$ cat config.mk
export PLATFORM = sky130hd
export DESIGN_NAME = fcte_front
export DESIGN_NICKNAME = d
export VERILOG_FILES = /design/src/rtl/fcte_pkg.sv /design/src/rtl/fcte_front.sv
export SDC_FILE = /design/constraint.sdc
export NUM_CORES = 1
export LEC_CHECK = 0
export ABC_AREA = 1
export BUFFER_PORTS_ARGS = -buffer_cell sky130_fd_sc_hd__buf_2
export CORE_MARGIN = 4
export CORE_UTILIZATION = 28
export DETAILED_ROUTE_END_ITERATION = 8
export PLACE_DENSITY = 0.7
export SLEW_MARGIN = 20
export SYNTH_ARGS = -nofsm -noshare
export SYNTH_HDL_FRONTEND = slang
export SYNTH_SLANG_ARGS = --single-unit
$ cat constraint.sdc
create_clock -name vclk -period 11
set_input_delay 3.3 -clock vclk [all_inputs]
set_output_delay 3.3 -clock vclk [all_outputs]
set_load 0.02 [all_outputs]
$ cat src/rtl/fcte_pkg.sv
package fcte_pkg;

  localparam int DefEntries    = 1024;
  localparam int DefQueueDepth = 2;

  localparam logic [15:0] MarkEnd  = 16'hFFFF;
  localparam logic [15:0] MarkBad  = 16'hFFFE;
  localparam logic [15:0] MarkFree = 16'hFFFD;

  localparam logic [2:0] StOk        = 3'd0;
  localparam logic [2:0] StUnmounted = 3'd1;
  localparam logic [2:0] StInvalid   = 3'd2;
  localparam logic [2:0] StNoneFree  = 3'd3;
  localparam logic [2:0] StNoneDone  = 3'd4;

  localparam logic [1:0] KindFind  = 2'd0;
  localparam logic [1:0] KindNext  = 2'd1;
  localparam logic [1:0] KindFree  = 2'd2;
  localparam logic [1:0] KindWrite = 2'd3;

  typedef struct packed {
    logic [1:0]  kind;
    logic [15:0] block_num;
    logic [15:0] entry_value;
  } req_t;

  typedef struct packed {
    logic [15:0] block_out;
    logic [2:0]  status;
  } res_t;

  // Work left for the back end once a request has been checked.
  typedef enum logic [2:0] {
    OP_DONE,
    OP_FIND,
    OP_NEXT,
    OP_FREE,
    OP_WRITE
  } op_e;

  typedef struct packed {
    op_e         op;
    logic [15:0] rel;
    logic [15:0] value;
    res_t        res;
  } cmd_t;

  function automatic logic is_marker(input logic [15:0] v);
    return (v == MarkEnd) || (v == MarkBad) || (v == MarkFree);
  endfunction

endpackage

$ cat src/rtl/fcte_front.sv
module fcte_front #(
  parameter int ENTRIES = fcte_pkg::DefEntries
) (
  input  logic             start_i,
  output logic             busy_o,
  input  fcte_pkg::req_t   req_i,
  input  logic [15:0]      data_start_i,
  input  logic             mounted_i,
  input  logic             init_done_i,
  input  logic             full_i,
  output logic             push_o,
  output fcte_pkg::cmd_t   cmd_o
);

  localparam logic [16:0] EntriesW = 17'(ENTRIES);

  logic [15:0] rel;
  logic        below;
  logic        in_range;

  assign rel      = req_i.block_num - data_start_i;
  assign below    = req_i.block_num < data_start_i;
  assign in_range = !below && ({1'b0, rel} < EntriesW);

  assign busy_o = !init_done_i || full_i;
  assign push_o = start_i && !busy_o;

  always_comb begin
    cmd_o               = '0;
    cmd_o.op            = fcte_pkg::OP_DONE;
    cmd_o.rel           = rel;
    cmd_o.value         = req_i.entry_value;
    cmd_o.res.block_out = '0;
    cmd_o.res.status    = fcte_pkg::StOk;
    case (req_i.kind)
      fcte_pkg::KindFind: begin
        cmd_o.op = fcte_pkg::OP_FIND;
      end
      fcte_pkg::KindNext: begin
        if (!mounted_i) begin
          cmd_o.res.block_out = fcte_pkg::MarkBad;
          cmd_o.res.status    = fcte_pkg::StUnmounted;
        end else if (!in_range) begin
          cmd_o.res.block_out = fcte_pkg::MarkBad;
          cmd_o.res.status    = fcte_pkg::StInvalid;
        end else begin
          cmd_o.op = fcte_pkg::OP_NEXT;
        end
      end
      fcte_pkg::KindFree: begin
        // A start block that is itself a marker frees nothing and succeeds.
        if (!mounted_i) begin
          cmd_o.res.status = fcte_pkg::StUnmounted;
        end else if (below) begin
          cmd_o.res.status = fcte_pkg::StNoneDone;
        end else if (fcte_pkg::is_marker(req_i.block_num)) begin
          cmd_o.res.status = fcte_pkg::StOk;
        end else if (!in_range) begin
          cmd_o.res.status = fcte_pkg::StInvalid;
        end else begin
          cmd_o.op = fcte_pkg::OP_FREE;
        end
      end
      fcte_pkg::KindWrite: begin
        if (!mounted_i) begin
          cmd_o.res.status = fcte_pkg::StUnmounted;
        end else if (!in_range) begin
          cmd_o.res.status = fcte_pkg::StInvalid;
        end else begin
          cmd_o.op = fcte_pkg::OP_WRITE;
        end
      end
      default: begin
        cmd_o.op = fcte_pkg::OP_DONE;
      end
    endcase
  end

endmodule

Word-level counts from Yosys, hierarchy flattened
Cells that the tools add are included.
Widths: inputs -> output; s select.

cells by class
  $add $sub $neg = 1
  $mul = 0
  divide/modulo/power cells = 0
  order comparisons = 2
  equality and inequality tests = 6
  shift-type cells = 0
  muxes and demuxes = 18
  bitwise logic cells = 0
  reductions and logical operators = 9

operators by type and width
  cell                  number
  $eq 16x16->1 const B  3
  $mux 19               2
  $mux 3                7
  $lt 16x11->1 const B  1
  $lt 16x16->1          1
  $mux 16               1
  $sub 16x16->16        1
  $mux 2                6
  $pmux 3 s4            1
  $pmux 3 s3            1
  $eq 2x2->1 const B    2
  $logic_not 1->1       3
  $logic_or 1x1->1      3
  $eq 2x1->1 const B    1
  $logic_and 1x1->1     2
  $logic_not 2->1       1

storage, ports and cells
  register bits after elaboration = 0
  bits in latches = 0
  RAM bits = 0
  ROM bits = 0
  input port bits = 54
  output and inout port bits = 56
  logic and storage cells = 36
  memories = 0

Depth between registers and ports, before layout
  word-level depth = 8
  depth in mapped cells = 17
  mapped depth without buffers = 16

Worst setup path after synthesis
OpenSTA, ideal clock, no wires.

  path type = input to output
  from = in req_i[16] (netlist name)
  to = out cmd_o[10] (netlist name)
  data arrival time = 5355 ps
  data required time = 7700 ps
  path slack = 2345 ps
  stages on the path = 17
  path buffers = 1
  path through = inv_1 -> ha_1 -> fa_1 -> inv_1 -> nand3_1 -> nand3_2 -> nand2_1 -> nand2_1 -> nand2_1 -> nand2_1 -> nand2_1 -> nand2_2 -> nor2_4 -> nand3_2 -> nand2_1 -> inv_1 -> buf_4

RTL lines
  item         RTL line          text
  from (decl)  fcte_front.sv:6   input fcte_pkg::req_t req_i,
  to (decl)    fcte_front.sv:12  output fcte_pkg::cmd_t cmd_o

==> metrics.cfg <==
[yosys]
synth_top_area_share = 0.186
yosysSeqAreaShare = 0
syn_area_per_cell_um2 = 5.45
yosysMostFrequentCell = nand2_1
yosysWarnings = 0
synth_area_leaders = nand2_1, buf_4, inv_1
synth_top_area_cell = nand2_1
netlist_area_um2 = 1530
synth_common_cells = nand2_1, inv_1, buf_4, ha_1, nor2_1
syn_nets = 352
synth_cell_types = 26
synthCells = 281

[power_and_ir_drop]
power_leakage_nw = 1.18
powerDensity_nw_per_um2 = 62.6
ir_worst_vdd_mv = 0.0207

[routing]
postRouteAntennaNets = 0
vias = 1668
wl_um = 3870
drt-pass1-iter-count = 4
drcViolationCount = 0
drt_iter0_markers = 49
wl_per_cell_um = 9.75
avgViaCountPerCell = 4.20

[timing]
holdWs_ns = 6.60
period_share = 0.789
fin_crit_ns = 8.68
fmax_ghz = 0.115
hold_viol_final = 0
grt_setup_unrepaired = no
tns_ns = 0
final_max_slew_viol_count = 0
setup_viol = 0

[global_routing]
use_met3 = 0.00877
grtUsageMet2 = 0.218
overflow = 0
antenna_found_initial = 0
grt_pass1_vias = 1580
gr-max-usage-layer = met2
grt_max_degree = 16
grt_pass1_wl_um = 6260
track_usage = 0.111
met1_usage = 0.132

[final_layout]
nFillCells = 592
finalNetCount = 400
seq_cells = 0
antenna_cells = 0
syn2layout_area_growth_pct = 15.7
seqCellArea_um2 = 0
clock_buffers = 0
fin_area_um2 = 1770
layout-drive-gt1-share = 0.321

[placement]
place.gp.congestion = 0.909
io_buffers = 77
placed_area_um2 = 1770
hpwl_um = 3580

[job]
cap_violations = 0

[setup_path]
slowest_stage = fa_1
crit_chain = buf_2 > inv_1 > ha_1 > fa_1 > inv_1 > nand3_1 > nand3_2 > nand3_1 > nand2_1 > nand2_1 > nand2_1 > nand3_2 > nor2_4 > nand3_2 > nand2_1 > inv_1 > buf_2
crit_fanout = 15
crit_type = in2out
cp_data_required_time_ns = 7.70
critPathTopFamily = simple AND/OR/NAND/NOR gates
endpoint_kind = output pin
cp.buffers_inverters = 5
crit_path_start_kind = input pin
cp.arrival_ns = 5.38
crit_top_cell = nand2_1
crit_start = req_i[16]
cp.depth = 17
cp-endpoint = cmd_o[16]
max_stage_delay_ns = 0.41

[floorplanning]
core_area_um2 = 5200
die_area_um2 = 6710
row_count = 26
start_util = 0.294
ios = 110
floorplan.die.height_um = 81.9
die_x_um = 81.9

[clock_network]
ctsResizeCount = 0
cts_setup_buffers = 0
hold_buffers = 0

[worst_hold_path]
hp-class = in2out

[outcome]
run_status = completed

layer usage:
metal	wire length, um	share of wire
met1	1690	0.44
met2	1920	0.50
met3	234	0.060
met4	29	0.0075
met5	0	0
cells by family (layout without fill, tap and decap cells):
logic type,after synthesis,in the layout,share of synthesized area
simple gates,137,137,0.418
buf+inv,99,145,0.319
compound gates,19,19,0.0711
fa+ha+maj,17,17,0.144
xor+xnor,8,8,0.0458
other cells,1,1,0.00245
worst min path at each step:
stage,start,depth (start not counted),end
6_report,req_i[0],0,cmd_o[19]
5_1_grt,req_i[3],0,cmd_o[22]
4_1_cts,req_i[1],0,cmd_o[20]
3_5_place_dp,req_i[1],0,cmd_o[20]
3_3_place_gp,req_i[1],0,cmd_o[20]
2_1_floorplan,mounted_i,1,cmd_o[0]
final cells by class:
type                            instances  area (um2)  share of cell area
Timing Repair Buffer                   77         385               0.218
Multi-Input combinational cell        182        1040               0.589
Inverter                               68         255               0.144
Tap cell                               70        87.6              0.0495
placed cells by master (no fill, tap or decap):
| cell type | synthesis | layout |
|---|---|---|
| nor4_1 | 1 | 1 |
| nor3_2 | 1 | 1 |
| nand3b_1 | 1 | 1 |
| xnor2_1 | 2 | 2 |
| nor2_1 | 16 | 16 |
| a31oi_1 | 1 | 1 |
| nor3_1 | 3 | 3 |
| ha_1 | 16 | 16 |
| a21o_1 | 1 | 1 |
| conb_1 | 1 | 1 |
| xor2_1 | 6 | 6 |
| o21ai_0 | 3 | 3 |
| a21oi_2 | 2 | 2 |
| nor2_2 | 3 | 3 |
| nand2_1 | 76 | 76 |
| a21oi_1 | 11 | 11 |
| inv_2 | 6 | 6 |
| nand2_2 | 9 | 9 |
| fa_1 | 1 | 1 |
| nor2_4 | 2 | 2 |
| o21a_1 | 1 | 1 |
| inv_1 | 62 | 62 |
| nand3_2 | 5 | 5 |
| buf_2 | 0 | 77 |
| nand3_1 | 14 | 14 |
| nand4_1 | 6 | 6 |
report_power, final:
group | internal (W) | leakage [nW] | switching (W)
Combinational | 0.0000387 | 1.18 | 0.0000722
Clock | 0 | 0 | 0
Sequential | 0 | 0 | 0
Total | 0.0000387 | 1.18 | 0.0000722
metrics by stage:
stage          setup slack [ns]  instances  total power, W   util
2_1_floorplan              2.35        281       0.0000896      -
3_3_place_gp               2.39        397        0.000111  0.340
3_5_place_dp               2.30        397        0.000112  0.340
4_1_cts                    2.30        397        0.000112  0.340
5_1_grt                    2.01        397        0.000124  0.340
6_report                   2.32        397        0.000111  0.340
(Power assumes the default switching activity.)
