[src/rtl/fcte_pkg.sv]
package fcte_pkg;

  localparam int DefEntries    = 1024;
  localparam int DefQueueDepth = 2;

  localparam logic [15:0] MarkEnd  = 16'hFFFF;
  localparam logic [15:0] MarkBad  = 16'hFFFE;
  localparam logic [15:0] MarkFree = 16'hFFFD;

  localparam logic [2:0] StOk        = 3'd0;
  localparam logic [2:0] StUnmounted = 3'd1;
  localparam logic [2:0] StInvalid   = 3'd2;
  localparam logic [2:0] StNoneFree  = 3'd3;
  localparam logic [2:0] StNoneDone  = 3'd4;

  localparam logic [1:0] KindFind  = 2'd0;
  localparam logic [1:0] KindNext  = 2'd1;
  localparam logic [1:0] KindFree  = 2'd2;
  localparam logic [1:0] KindWrite = 2'd3;

  typedef struct packed {
    logic [1:0]  kind;
    logic [15:0] block_num;
    logic [15:0] entry_value;
  } req_t;

  typedef struct packed {
    logic [15:0] block_out;
    logic [2:0]  status;
  } res_t;

  // Work left for the back end once a request has been checked.
  typedef enum logic [2:0] {
    OP_DONE,
    OP_FIND,
    OP_NEXT,
    OP_FREE,
    OP_WRITE
  } op_e;

  typedef struct packed {
    op_e         op;
    logic [15:0] rel;
    logic [15:0] value;
    res_t        res;
  } cmd_t;

  function automatic logic is_marker(input logic [15:0] v);
    return (v == MarkEnd) || (v == MarkBad) || (v == MarkFree);
  endfunction

endpackage

[src/rtl/fcte_fifo.sv]
module fcte_fifo #(
  parameter int DEPTH = fcte_pkg::DefQueueDepth
) (
  input  logic           clk_i,
  input  logic           rst_ni,
  input  logic           push_i,
  input  fcte_pkg::cmd_t cmd_i,
  input  logic           pop_i,
  output logic           valid_o,
  output logic           full_o,
  output fcte_pkg::cmd_t cmd_o
);

  localparam int PW = (DEPTH > 1) ? $clog2(DEPTH) : 1;
  localparam int CW = $clog2(DEPTH + 1);
  localparam logic [PW-1:0] LastPtr = PW'(DEPTH - 1);
  localparam logic [CW-1:0] FullCnt = CW'(DEPTH);

  fcte_pkg::cmd_t slot_q [DEPTH];
  logic [PW-1:0]  wr_ptr_q, wr_ptr_d;
  logic [PW-1:0]  rd_ptr_q, rd_ptr_d;
  logic [CW-1:0]  cnt_q, cnt_d;

  assign valid_o = (cnt_q != '0);
  assign full_o  = (cnt_q == FullCnt);
  assign cmd_o   = slot_q[rd_ptr_q];

  always_comb begin
    wr_ptr_d = wr_ptr_q;
    rd_ptr_d = rd_ptr_q;
    cnt_d    = cnt_q;
    if (push_i) begin
      wr_ptr_d = (wr_ptr_q == LastPtr) ? '0 : wr_ptr_q + 1'b1;
    end
    if (pop_i) begin
      rd_ptr_d = (rd_ptr_q == LastPtr) ? '0 : rd_ptr_q + 1'b1;
    end
    if (push_i && !pop_i) begin
      cnt_d = cnt_q + 1'b1;
    end else if (pop_i && !push_i) begin
      cnt_d = cnt_q - 1'b1;
    end
  end

  always_ff @(posedge clk_i or negedge rst_ni) begin
    if (!rst_ni) begin
      wr_ptr_q <= '0;
      rd_ptr_q <= '0;
      cnt_q    <= '0;
    end else begin
      wr_ptr_q <= wr_ptr_d;
      rd_ptr_q <= rd_ptr_d;
      cnt_q    <= cnt_d;
    end
  end

  always_ff @(posedge clk_i) begin
    if (push_i) begin
      slot_q[wr_ptr_q] <= cmd_i;
    end
  end

endmodule

[config.mk]
export PLATFORM = sky130hd
export DESIGN_NAME = fcte_fifo
export DESIGN_NICKNAME = d
export VERILOG_FILES = /design/src/rtl/fcte_pkg.sv /design/src/rtl/fcte_fifo.sv
export SDC_FILE = /design/constraint.sdc
export NUM_CORES = 1
export LEC_CHECK = 0
export ABC_AREA = 1
export ABC_CLOCK_PERIOD_IN_PS = 8250
export BUFFER_PORTS_ARGS = -buffer_cell sky130_fd_sc_hd__buf_2
export CORE_ASPECT_RATIO = 0.7
export CORE_UTILIZATION = 46
export DETAILED_ROUTE_END_ITERATION = 7
export PLACE_DENSITY_LB_ADDON = 0.15
export SLEW_MARGIN = 10
export SYNTH_ARGS = -nofsm -noshare
export SYNTH_HDL_FRONTEND = slang
export SYNTH_SLANG_ARGS = --single-unit
[constraint.sdc]
create_clock -name clk_i -period 8.25 [get_ports clk_i]
set_input_delay 0.825 -clock clk_i [delete_from_list [all_inputs] [get_ports clk_i]]
set_output_delay 0.825 -clock clk_i [all_outputs]
set_load 0.01 [all_outputs]
Word-level counts from Yosys, hierarchy flattened
Memory sizes are Yosys's and may differ from the RTL's.
Cells that the tools add are included.
{"block": "op_classes", "add_sub_neg": 4, "n_eq_ne": 1, "muxes": 6, "n_reduce_logical": 6}
{"op": "two-way mux 1 bit", "count": 4}
{"op": "two-way mux 2 bit", "count": 2}
{"op": "nonzero test 2 bit", "count": 2}
{"op": "adder 1 bit (second input constant)", "count": 2}
{"op": "adder 2 x 1 -> 2 bit (second input constant)", "count": 1}
{"op": "== test 2 bit (second input constant)", "count": 1}
{"op": "logical AND 1 bit", "count": 2}
{"op": "zero test 1 bit", "count": 2}
{"op": "subtractor 2 x 1 -> 2 bit (second input constant)", "count": 1}
{"block": "word_totals", "reg_bits": 4, "ram_bits": 108, "in_bits": 58, "mem_count": 1}
{"memory": "slot_q", "words": 2, "word_bits": 54, "read_ports": 1, "rd_ports_with_merged_regs": 0, "wr": 1, "line": "fcte_fifo.sv:19", "text": "fcte_pkg::cmd_t slot_q [DEPTH];"}

Logic depth before layout (Yosys ltp)
Gate-level depths: netlist of the first run.
{"block": "logic_depth", "ltp_word": 4, "ltp_mapped": 7}

Worst setup path after synthesis of the first run
OpenSTA, ideal clock, no wires.
{"block": "synth_timing", "path_type": "input port to flip-flop", "from": "input port push_i", "to": "memory slot_q[0][0] (netlist bit) (enable)", "setup_time_ns": 0.467, "arrival_ns": 3.132, "t_required_ns": 7.783, "setup_slack_ns": 4.651, "path_stages": 2, "n_path_buf": 0, "path_cell_list": "inv_1 nor2_1"}
{"block": "synth_via", "elab_chain_len": 2}
{"item": "from (decl)", "line": "fcte_fifo.sv:6", "text": "input logic push_i,"}
{"item": "two-way mux 1 bit", "line": "fcte_fifo.sv:58", "text": "if (push_i) begin"}
{"item": "two-way mux 1 bit (not written as such)", "line": "fcte_fifo.sv:59", "text": "slot_q[wr_ptr_q] <= cmd_i;"}
{"item": "to (decl)", "line": "fcte_fifo.sv:19"}
Every way passes these cells.

==> flow_summary.yaml, run 1 <==
clock_network:
  cts.sinks: 112
  clkLatencyLatePin_ns: 0.34
  htreeDepth: 3
  post_cts_buffers: 0
  cts.path.max_buffers: 2
  ctsHoldBuffers: 0
  clkTransAtPathRegs_ns: 0.06
  cts_resized: 0
  clockRootBuffer: "clkbuf_16"
  cts_buffers: 9
  tritoncts: "yes"
detailed_routing:
  drtIter0Drc: 145
  routedWlPerCell_um: 15.7
  first_pass_iters: 4
  route.detailed.drc: 0
  vias_per_cell: 4.60
  ant_nets: 0
  vias: 2035
  finalWirelength_um: 6950
timing:
  finClkSkew_ns: 0.00767
  setup_ws_ns: 5.41
  fin_setup_tns_ns: 0
  period_share: 0.344
  clock.fmax_mhz: 352
  drv_slew: 0
  hold_viol: 0
  max_slew_margin: 0.329
  final-setup-viol-count: 0
  worst_pin_slew_ns: 1.01
  min_period_ns: 2.84
  hold-worst-slack_ns: 0.287
  rsz0062_at_grt: "false"
critical_path:
  cp_cell_sequence: "mux2_2, buf_2"
  crit_path_top_delay_cell: "dfrtp_4"
  crit_arrival_ns: 2.01
  crit_path_start_kind: "register"
  required_ns: 7.42
  critPathMaxStageDelay_ns: 1.10
  worstSetupPathType: "reg2out"
  critPathCaptureType: "output pin"
  crit_fanout: 55
  crit_buf_inv: 1
  cpLargestDelayFamily: "flip-flops"
global_routing:
  use_met3: 0.0556
  grt_pass1_vias: 2188
  grt_overflow: 0
  antenna_found_initial: 0
  grt_max_degree: 56
  met1_usage: 0.191
  track_usage: 0.151
  top_usage_layer: "met2"
  grt_use_met2: 0.241
  grt_pass1_wl_um: 11000
synthesis:
  synthCells: 193
  synth_most_common_cell: "edfxtp_1"
  yosys-top-cells-area: "edfxtp_1, mux2_4, buf_12, dfrtp_1, mux2_2"
  synth_area_sq_um: 4350
  ys_types: 14
  async_flop_share: 0.0357
  synth_top_cell_by_area: "edfxtp_1"
  ys_seq_elements: 112
  synth_edf_count: 108
  synth_ff_type: "edfxtp_1"
  netlist.area_leader.share: 0.745
  synth_fp_nets: 252
  synthTopCellsByCount: "edfxtp_1, mux2_4, inv_1"
  ys_seq_area_frac: 0.768
  synth_warnings: 0
  postSynthAreaPerCell_sq_um: 22.6
place:
  port_buffers: 113
  dp_hpwl_um: 4390
  place_ws_ns: 5.74
  placed_area_sq_um: 4990
  place_congestion: 0.699
floorplanning:
  num_rows: 29
  start_util: 0.478
  die_area_sq_um: 9860
  die_h_um: 83.4
  ios: 114
  coreArea_sq_um: 9110
  die_w_um: 118
power:
  ir_worst_vdd_uv: 212
  p_leak_uw: 0.00219
  cellPowerDensity_nw_per_um2: 349
cells_and_area:
  antennaDiodeCount: 0
  syn2layout_area_growth_pct: 22.9
  nFillCells: 716
  utilization: 0.587
  post_route_cells_drive_above_1_share: 0.585
  fin_nets: 372
  fin_area_sq_um: 5350
hold_path:
  min_path_type: "in2async"
job:
  cap_viol_max_count: 0
status:
  status: "completed"
==> layout make-up <==
class | instances | area [sq um] | share of cell area
Clock buffer | 11 | 233 | 0.0435
Clock inverter | 5 | 129 | 0.0241
Inverter | 7 | 26.3 | 0.00491
Multi-Input combinational cell | 68 | 880 | 0.164
Sequential cell | 112 | 3350 | 0.626
Tap cell | 124 | 155 | 0.0290
Timing Repair Buffer | 115 | 581 | 0.109
==> stage by stage <==
stage / power, uW / std cells
after global routing: 1960 / 442
final: 1870 / 442
after floorplan: 1240 / 193
after CTS: 1900 / 442
after global placement: 1370 / 426
after detailed placement: 1380 / 426
==> worst paths after layout <==
check                                      from                       to  slack, ns  cells past startpoint
max in group asynchronous                rst_ni     rd_ptr_q$_DFFE_PN0P_       7.82                      1
min                                      rst_ni     cnt_q[0]$_DFFE_PN0P_       0.29                      1
min in group clk_i         cnt_q[1]$_DFFE_PN0P_     cnt_q[1]$_DFFE_PN0P_       0.47                      2
min reg2reg                cnt_q[1]$_DFFE_PN0P_     cnt_q[1]$_DFFE_PN0P_       0.47                      2
max reg2reg                wr_ptr_q$_DFFE_PN0P_  slot_q[0][39]$_DFFE_PP_       6.38                      2
max                        rd_ptr_q$_DFFE_PN0P_                cmd_o[39]       5.41                      2
==> sequential cells by signal, indices dropped and copies added (netlist names) <==
signal	count
cnt_q	2
rd_ptr_q	1
slot_q	108
wr_ptr_q	1
==> metal layers <==
layer	wire [um]	share of wire
met4	53	0.0076
met1	3120	0.45
met3	403	0.058
met5	0	0
met2	3370	0.48
==> kinds of logic after synthesis <==
family,Yosys count,synth area share
buf+inv,13,0.0316
fa+ha+maj,1,0.00287
flops,112,0.768
xor+xnor,3,0.00604
mux,54,0.182
simple gates,10,0.00949
==> layout by cell type (no fill, tap or decap), drive strengths merged <==
master / count
buf: 115
edfxtp: 108
mux2: 54
clkbuf: 11
inv: 7
nand2: 6
bufinv: 4
dfrtp: 4
xor2: 2
nor2: 2
xnor2: 1
nand3: 1
nand4: 1
ha: 1
clkinv: 1
==> where the power goes <==
group | internal [uW] | switching, uW | leakage, uW
clock network | 328 | 185 | 0.000174
registers | 756 | 101 | 0.00106
logic | 287 | 212 | 0.000954
(Power assumes the default switching activity.)
==> run 2: changes to the inputs <==
Settings changed: ABC_AREA 1 to 0, ABC_CLOCK_PERIOD_IN_PS 8250 to 2600.
Clock period 8.25 ns to 2.6 ns, I/O delays scaled along.
==> run 2 against run 1 <==
Compared with the run above: count of clock-buffer cells in the layout decreased by 2; via count increased by 0.74%; final area rose by 0.70%; register-to-register slack worse by 5.1 ns; sequential cell count unchanged; utilization is 0.41 points higher; non-clock buffer count up 4; critical path depth up 1; largest cell class unchanged.
==> flow_summary.yaml, run 2 <==
hold_path:
  min_path_cells: 1
  min_path_type: "in2reg"
critical_path:
  rr_endpoint: "slot_q[1][6]$_DFFE_PP_"
  required_ns: 2.34
  critPathLaunch: "rd_ptr_q$_DFFE_PN0P_"
  crit_path_start_kind: "register"
  worstSetupPathType: "reg2out"
  critPathCapture: "cmd_o[15]"
  r2r_cells: 2
  worstReg2RegStart: "wr_ptr_q$_DFFE_PN0P_"
  crit_fanout: 34
  crit_arrival_ns: 1.96
  critPathCaptureType: "output pin"
  reg2reg_slack_ns: 1.30
global_routing:
  top_usage_layer: "met2"
  grt_pass1_wl_um: 10800
  grt_max_degree: 55
  met1_usage: 0.170
  use_met3: 0.0598
  antenna_found_initial: 0
  track_usage: 0.147
  grt_pass1_vias: 2161
  grt_use_met2: 0.252
  grt_overflow: 0
cells_and_area:
  final_common_cell: "buf_2"
  syn2layout_area_growth_pct: 24.3
  post_route_cells_drive_above_1_share: 0.612
  reg_top3: "slot_q: 108 flops, cnt_q: 2 flops"
  fin_nets: 367
  fin_area_sq_um: 5390
  nFillCells: 708
  largest-register: "slot_q"
  largest_reg_flops: 108
  final_cell_mix: "buf_2, edfxtp_1, mux2_4"
  antennaDiodeCount: 0
synthesis:
  synth_edf_count: 108
  synth_ff_type: "edfxtp_1"
  synthTopCellsByCount: "edfxtp_1, mux2_4, buf_12, mux2_2"
  synth-xor-area-share: 0.0101
  netlist.area_leader.share: 0.748
  synth_warnings: 0
  synthCells: 184
  synth-simple-area-share: 0.00664
  synth_top_cell_by_area: "edfxtp_1"
  yosys-top-cells-area: "edfxtp_1, mux2_4, buf_12, dfrtp_1, mux2_2"
  yosys-mux-area-fraction: 0.183
  postSynthAreaPerCell_sq_um: 23.6
  ys_seq_elements: 112
  ys_seq_area_frac: 0.771
  async_flop_share: 0.0357
  synth_fp_nets: 243
  synth_fa_ha_area_frac: 0.00289
  ys_types: 14
  synth_compound_area_frac: 0
  synth_top_family_by_area: "multiplexers"
  synth_area_sq_um: 4340
  synth_most_common_cell: "edfxtp_1"
clock_network:
  htreeDepth: 3
  cts.sinks: 112
  clockRootBuffer: "clkbuf_16"
  post_cts_buffers: 0
  cts.path.max_buffers: 2
  cts_buffers: 9
  tritoncts: "yes"
  cts_resized: 0
  clkTransAtPathRegs_ns: 0.07
  clkLatencyLatePin_ns: 0.33
  ctsHoldBuffers: 1
timing:
  max_slew_margin: 0.567
  finClkSkew_ns: 0.00348
  min_period_ns: 2.22
  rsz0062_at_grt: "false"
  period_share: 0.852
  drv_slew: 0
  fin_setup_tns_ns: 0
  worst_pin_slew_ns: 0.650
  hold_viol: 0
  clock.fmax_mhz: 451
  final-setup-viol-count: 0
detailed_routing:
  ant_nets: 0
  vias: 2050
  drtIter0Drc: 146
  route.detailed.drc: 0
  routedWlPerCell_um: 15.6
  vias_per_cell: 4.70
  finalWirelength_um: 6810
  first_pass_iters: 4
floorplanning:
  start_util: 0.476
  num_rows: 29
  coreArea_sq_um: 9110
  die_area_sq_um: 9820
  ios: 114
  die_h_um: 83.2
  die_w_um: 118
place:
  port_buffers: 113
  placed_area_sq_um: 5020
  place_congestion: 0.657
status:
  status: "completed"
power:
  ir_worst_vdd_uv: 542
  cellPowerDensity_nw_per_um2: 1100
  p_leak_uw: 0.00219
job:
  cap_viol_max_count: 0
-- run 2: cell count changes after synthesis, moves of 2 or more --
cell	change
inv_1	-6
nand2_1	-6
nor2b_1	+2
xor2_1	+2
-- run 2: area by class of cell --
class | count | area (sq um) | area share
Inverter | 1 | 3.75 | 0.000697
Tap cell | 124 | 155 | 0.0288
Timing Repair Buffer | 119 | 638 | 0.118
Sequential cell | 112 | 3350 | 0.621
Clock inverter | 6 | 133 | 0.0246
Clock buffer | 9 | 225 | 0.0418
Multi-Input combinational cell | 65 | 886 | 0.164
-- run 2: per-stage QoR --
stage                util  power (uW)  hold slack, ns  setup WS, ns  instances
floorplan               -        3930         -0.0356         0.360        184
global placement    0.551        4400          0.0716         0.733        420
detailed placement  0.551        4420          0.0730         0.715        420
CTS                 0.592        6030          0.0969         0.341        436
global route        0.592        6200          0.0947         0.296        436
finish              0.592        5940           0.110         0.385        436
-- run 2: routing by layer --
layer  up-vias  wire length (um)
li1        966                 -
met1      1008              2930
met2        70              3370
met3         6               462
met4         0                48
met5         -                 0
-- run 2: worst min-delay path by stage --
stage / startpoint / end / slack, ns
final: cmd_i[22] / slot_q[0][22]$_DFFE_PP_ / 0.11
after global routing: cmd_i[45] / slot_q[1][45]$_DFFE_PP_ / 0.09
after CTS: cmd_i[22] / slot_q[0][22]$_DFFE_PP_ / 0.1
after detailed placement: rst_ni / cnt_q[1]$_DFFE_PN0P_ / 0.07
after global placement: rst_ni / cnt_q[1]$_DFFE_PN0P_ / 0.07
after floorplan: rst_ni / cnt_q[0]$_DFFE_PN0P_ / -0.04
-- run 2: cells by family (layout without fill, tap and decap cells) --
| kind of cell | after synthesis | after routing |
|---|---|---|
| flip-flops | 112 | 112 |
| AND/OR/NAND/NOR | 5 | 5 |
| multiplexers | 54 | 54 |
| XOR/XNOR | 5 | 5 |
| buffers and inverters | 7 | 135 |
| adder cells (fa/ha/maj) | 1 | 1 |
-- run 2: power breakdown --
part,internal [uW],switching [uW]
Combinational,954,749
Sequential,2400,242
Clock,1030,562
-- run 2: critical path, stage by stage (launching register included) --
cell and delay, ns:
dfrtp_4 0.85, buf_4 0.31, mux2_4 0.31, buf_2 0.14
==> run 3: changes to the inputs <==
Settings changed: ABC_AREA 0 to 1.
==> run 3 against run 2 <==
Compared with the run above: die area up 0.40%; maximum frequency increased by 2.3%; total power shrank 4.1%; non-clock buffer count up 1; global-route usage grew 1.4 points; first-iteration DRC count is 20% lower; combinational power grew 2%; clock power decreased by 16%; wire length grew 7.5%; critical path type unchanged.
==> flow_summary.yaml, run 3 (synthesized netlist as in run 1, its figures left out) <==
cells_and_area:
  reg_top3: "slot_q: 108 flops, cnt_q: 2 flops"
  fin_nets: 377
  antennaDiodeCount: 0
  final_common_cell: "buf_2"
  final_cell_mix: "buf_2, edfxtp_1, mux2_4"
  utilization: 0.586
  largest-register: "slot_q"
  post_route_cells_drive_above_1_share: 0.591
  syn2layout_area_growth_pct: 22.6
  largest_reg_flops: 108
  nFillCells: 686
clock_network:
  clkLatencyLatePin_ns: 0.34
  tritoncts: "yes"
  cts.path.max_buffers: 2
  cts_resized: 0
  clkTransAtPathRegs_ns: 0.07
  htreeDepth: 3
  cts_buffers: 9
  clockRootBuffer: "clkbuf_16"
  cts.sinks: 112
timing:
  period_share: 0.833
  clock.fmax_mhz: 462
  rsz0062_at_grt: "false"
  worst_pin_slew_ns: 0.492
  finClkSkew_ns: 0.00405
  hold_viol: 0
  drv_slew: 0
  max_slew_margin: 0.671
  final-setup-viol-count: 0
  min_period_ns: 2.17
  fin_setup_tns_ns: 0
power:
  cellPowerDensity_nw_per_um2: 1070
  ir_worst_vdd_uv: 710
  p_leak_uw: 0.00218
critical_path:
  worstSetupPathType: "reg2out"
  worstReg2RegStart: "wr_ptr_q$_DFFE_PN0P_"
  crit_fanout: 25
  crit_path_start_kind: "register"
  crit_arrival_ns: 1.91
  reg2reg_slack_ns: 0.98
  critPathCaptureType: "output pin"
  required_ns: 2.34
  r2r_cells: 2
  rr_endpoint: "slot_q[0][36]$_DFFE_PP_"
detailed_routing:
  met1_length_um: 3170
  vias: 2128
  met2WireLength_um: 3510
  first_pass_iters: 5
  vias_per_cell: 4.76
  drtIter0Drc: 117
  finalWirelength_um: 7310
  routedWlPerCell_um: 16.4
  ant_nets: 0
  dr_wl_met3_um: 520
  highest_layer: "met4"
  route.detailed.drc: 0
floorplanning:
  die_w_um: 118
  die_area_sq_um: 9860
  start_util: 0.478
  coreArea_sq_um: 9110
  num_rows: 29
  die_h_um: 83.4
  ios: 114
place:
  port_buffers: 113
  place_congestion: 0.671
  dp_hpwl_um: 4870
global_routing:
  track_usage: 0.161
  grt_pass1_vias: 2240
  grt_pass1_wl_um: 11500
  grt_max_degree: 31
  antenna_found_initial: 0
  grt_overflow: 0
hold_path:
  min_path_cells: 1
  worstHoldStart: "cmd_i[0]"
  min_path_type: "in2reg"
  holdPathEnd: "slot_q[0][0]$_DFFE_PP_"
job:
  cap_viol_max_count: 0
status:
  status: "completed"
## run 3: cell count changes in the layout (fill, tap and decap cells not counted), moves of 2 or more
cell / previous run / this run
bufinv_16: 4 / 1
clkinvlp_4: 1 / 3
xor2_1: 4 / 2
buf_4: 3 / 5
nand2_1: 0 / 6
inv_1: 1 / 6
## run 3: area by class of cell
cell class / instances / area, sq um / area share
Timing Repair Buffer: 120 / 633 / 0.119
Inverter: 7 / 26.3 / 0.00492
Multi-Input combinational cell: 68 / 880 / 0.165
Clock inverter: 7 / 70.1 / 0.0131
Tap cell: 124 / 155 / 0.0291
Clock buffer: 9 / 225 / 0.0422
Sequential cell: 112 / 3350 / 0.627
## run 3: critical path, cell delays in order, from the launching register on
cell	delay (ns)
dfrtp_4	0.74
buf_4	0.35
mux2_4	0.33
buf_2	0.14
## run 3: where the power goes
group	total, uW	switching, uW	internal, uW
sequential	2610	207	2400
combinational	1740	805	938
clock	1340	596	745
total	5690	1610	4080
## run 3: per-stage QoR
stage               cells  power (uW)  hold slack (ns)  area [sq um]  worst slack (ns)
floorplan             193        3930          -0.0356          4360             0.356
global placement      430        4410           0.0700          5030             0.791
detailed placement    430        4410           0.0719          5030             0.787
CTS                   447        5790           0.0820          5340             0.385
global route          447        5970           0.0832          5340             0.333
finish                447        5690           0.0997          5340             0.435
## run 3: how the worst max path moves through the flow
stage / endpoint / slack (ns) / from
6_report: cmd_o[23] / 0.43 / rd_ptr_q$_DFFE_PN0P_
3_3_place_gp: cmd_o[28] / 0.79 / rd_ptr_q$_DFFE_PN0P_
4_1_cts: cmd_o[22] / 0.38 / rd_ptr_q$_DFFE_PN0P_
3_5_place_dp: cmd_o[28] / 0.79 / rd_ptr_q$_DFFE_PN0P_
2_1_floorplan: slot_q[0][0]$_DFFE_PP_ / 0.36 / wr_ptr_q$_DFFE_PN0P_
5_1_grt: cmd_o[26] / 0.33 / rd_ptr_q$_DFFE_PN0P_
## run 3: timing repair
| action | 4_1_cts | 5_1_grt |
|---|---|---|
| hold buffers | 1 | 0 |
| buffers inserted | 0 | 0 |
| endpoints found under the setup margin | 0 | 0 |
| hold endpoints to repair | 4 | 0 |
## run 3: routing by layer
layer | global-route usage | vias to the layer above
met5 | 0 | -
met4 | 0.0629 | 0
met3 | 0.0618 | 10
met2 | 0.258 | 75
met1 | 0.197 | 1053
li1 | - | 990
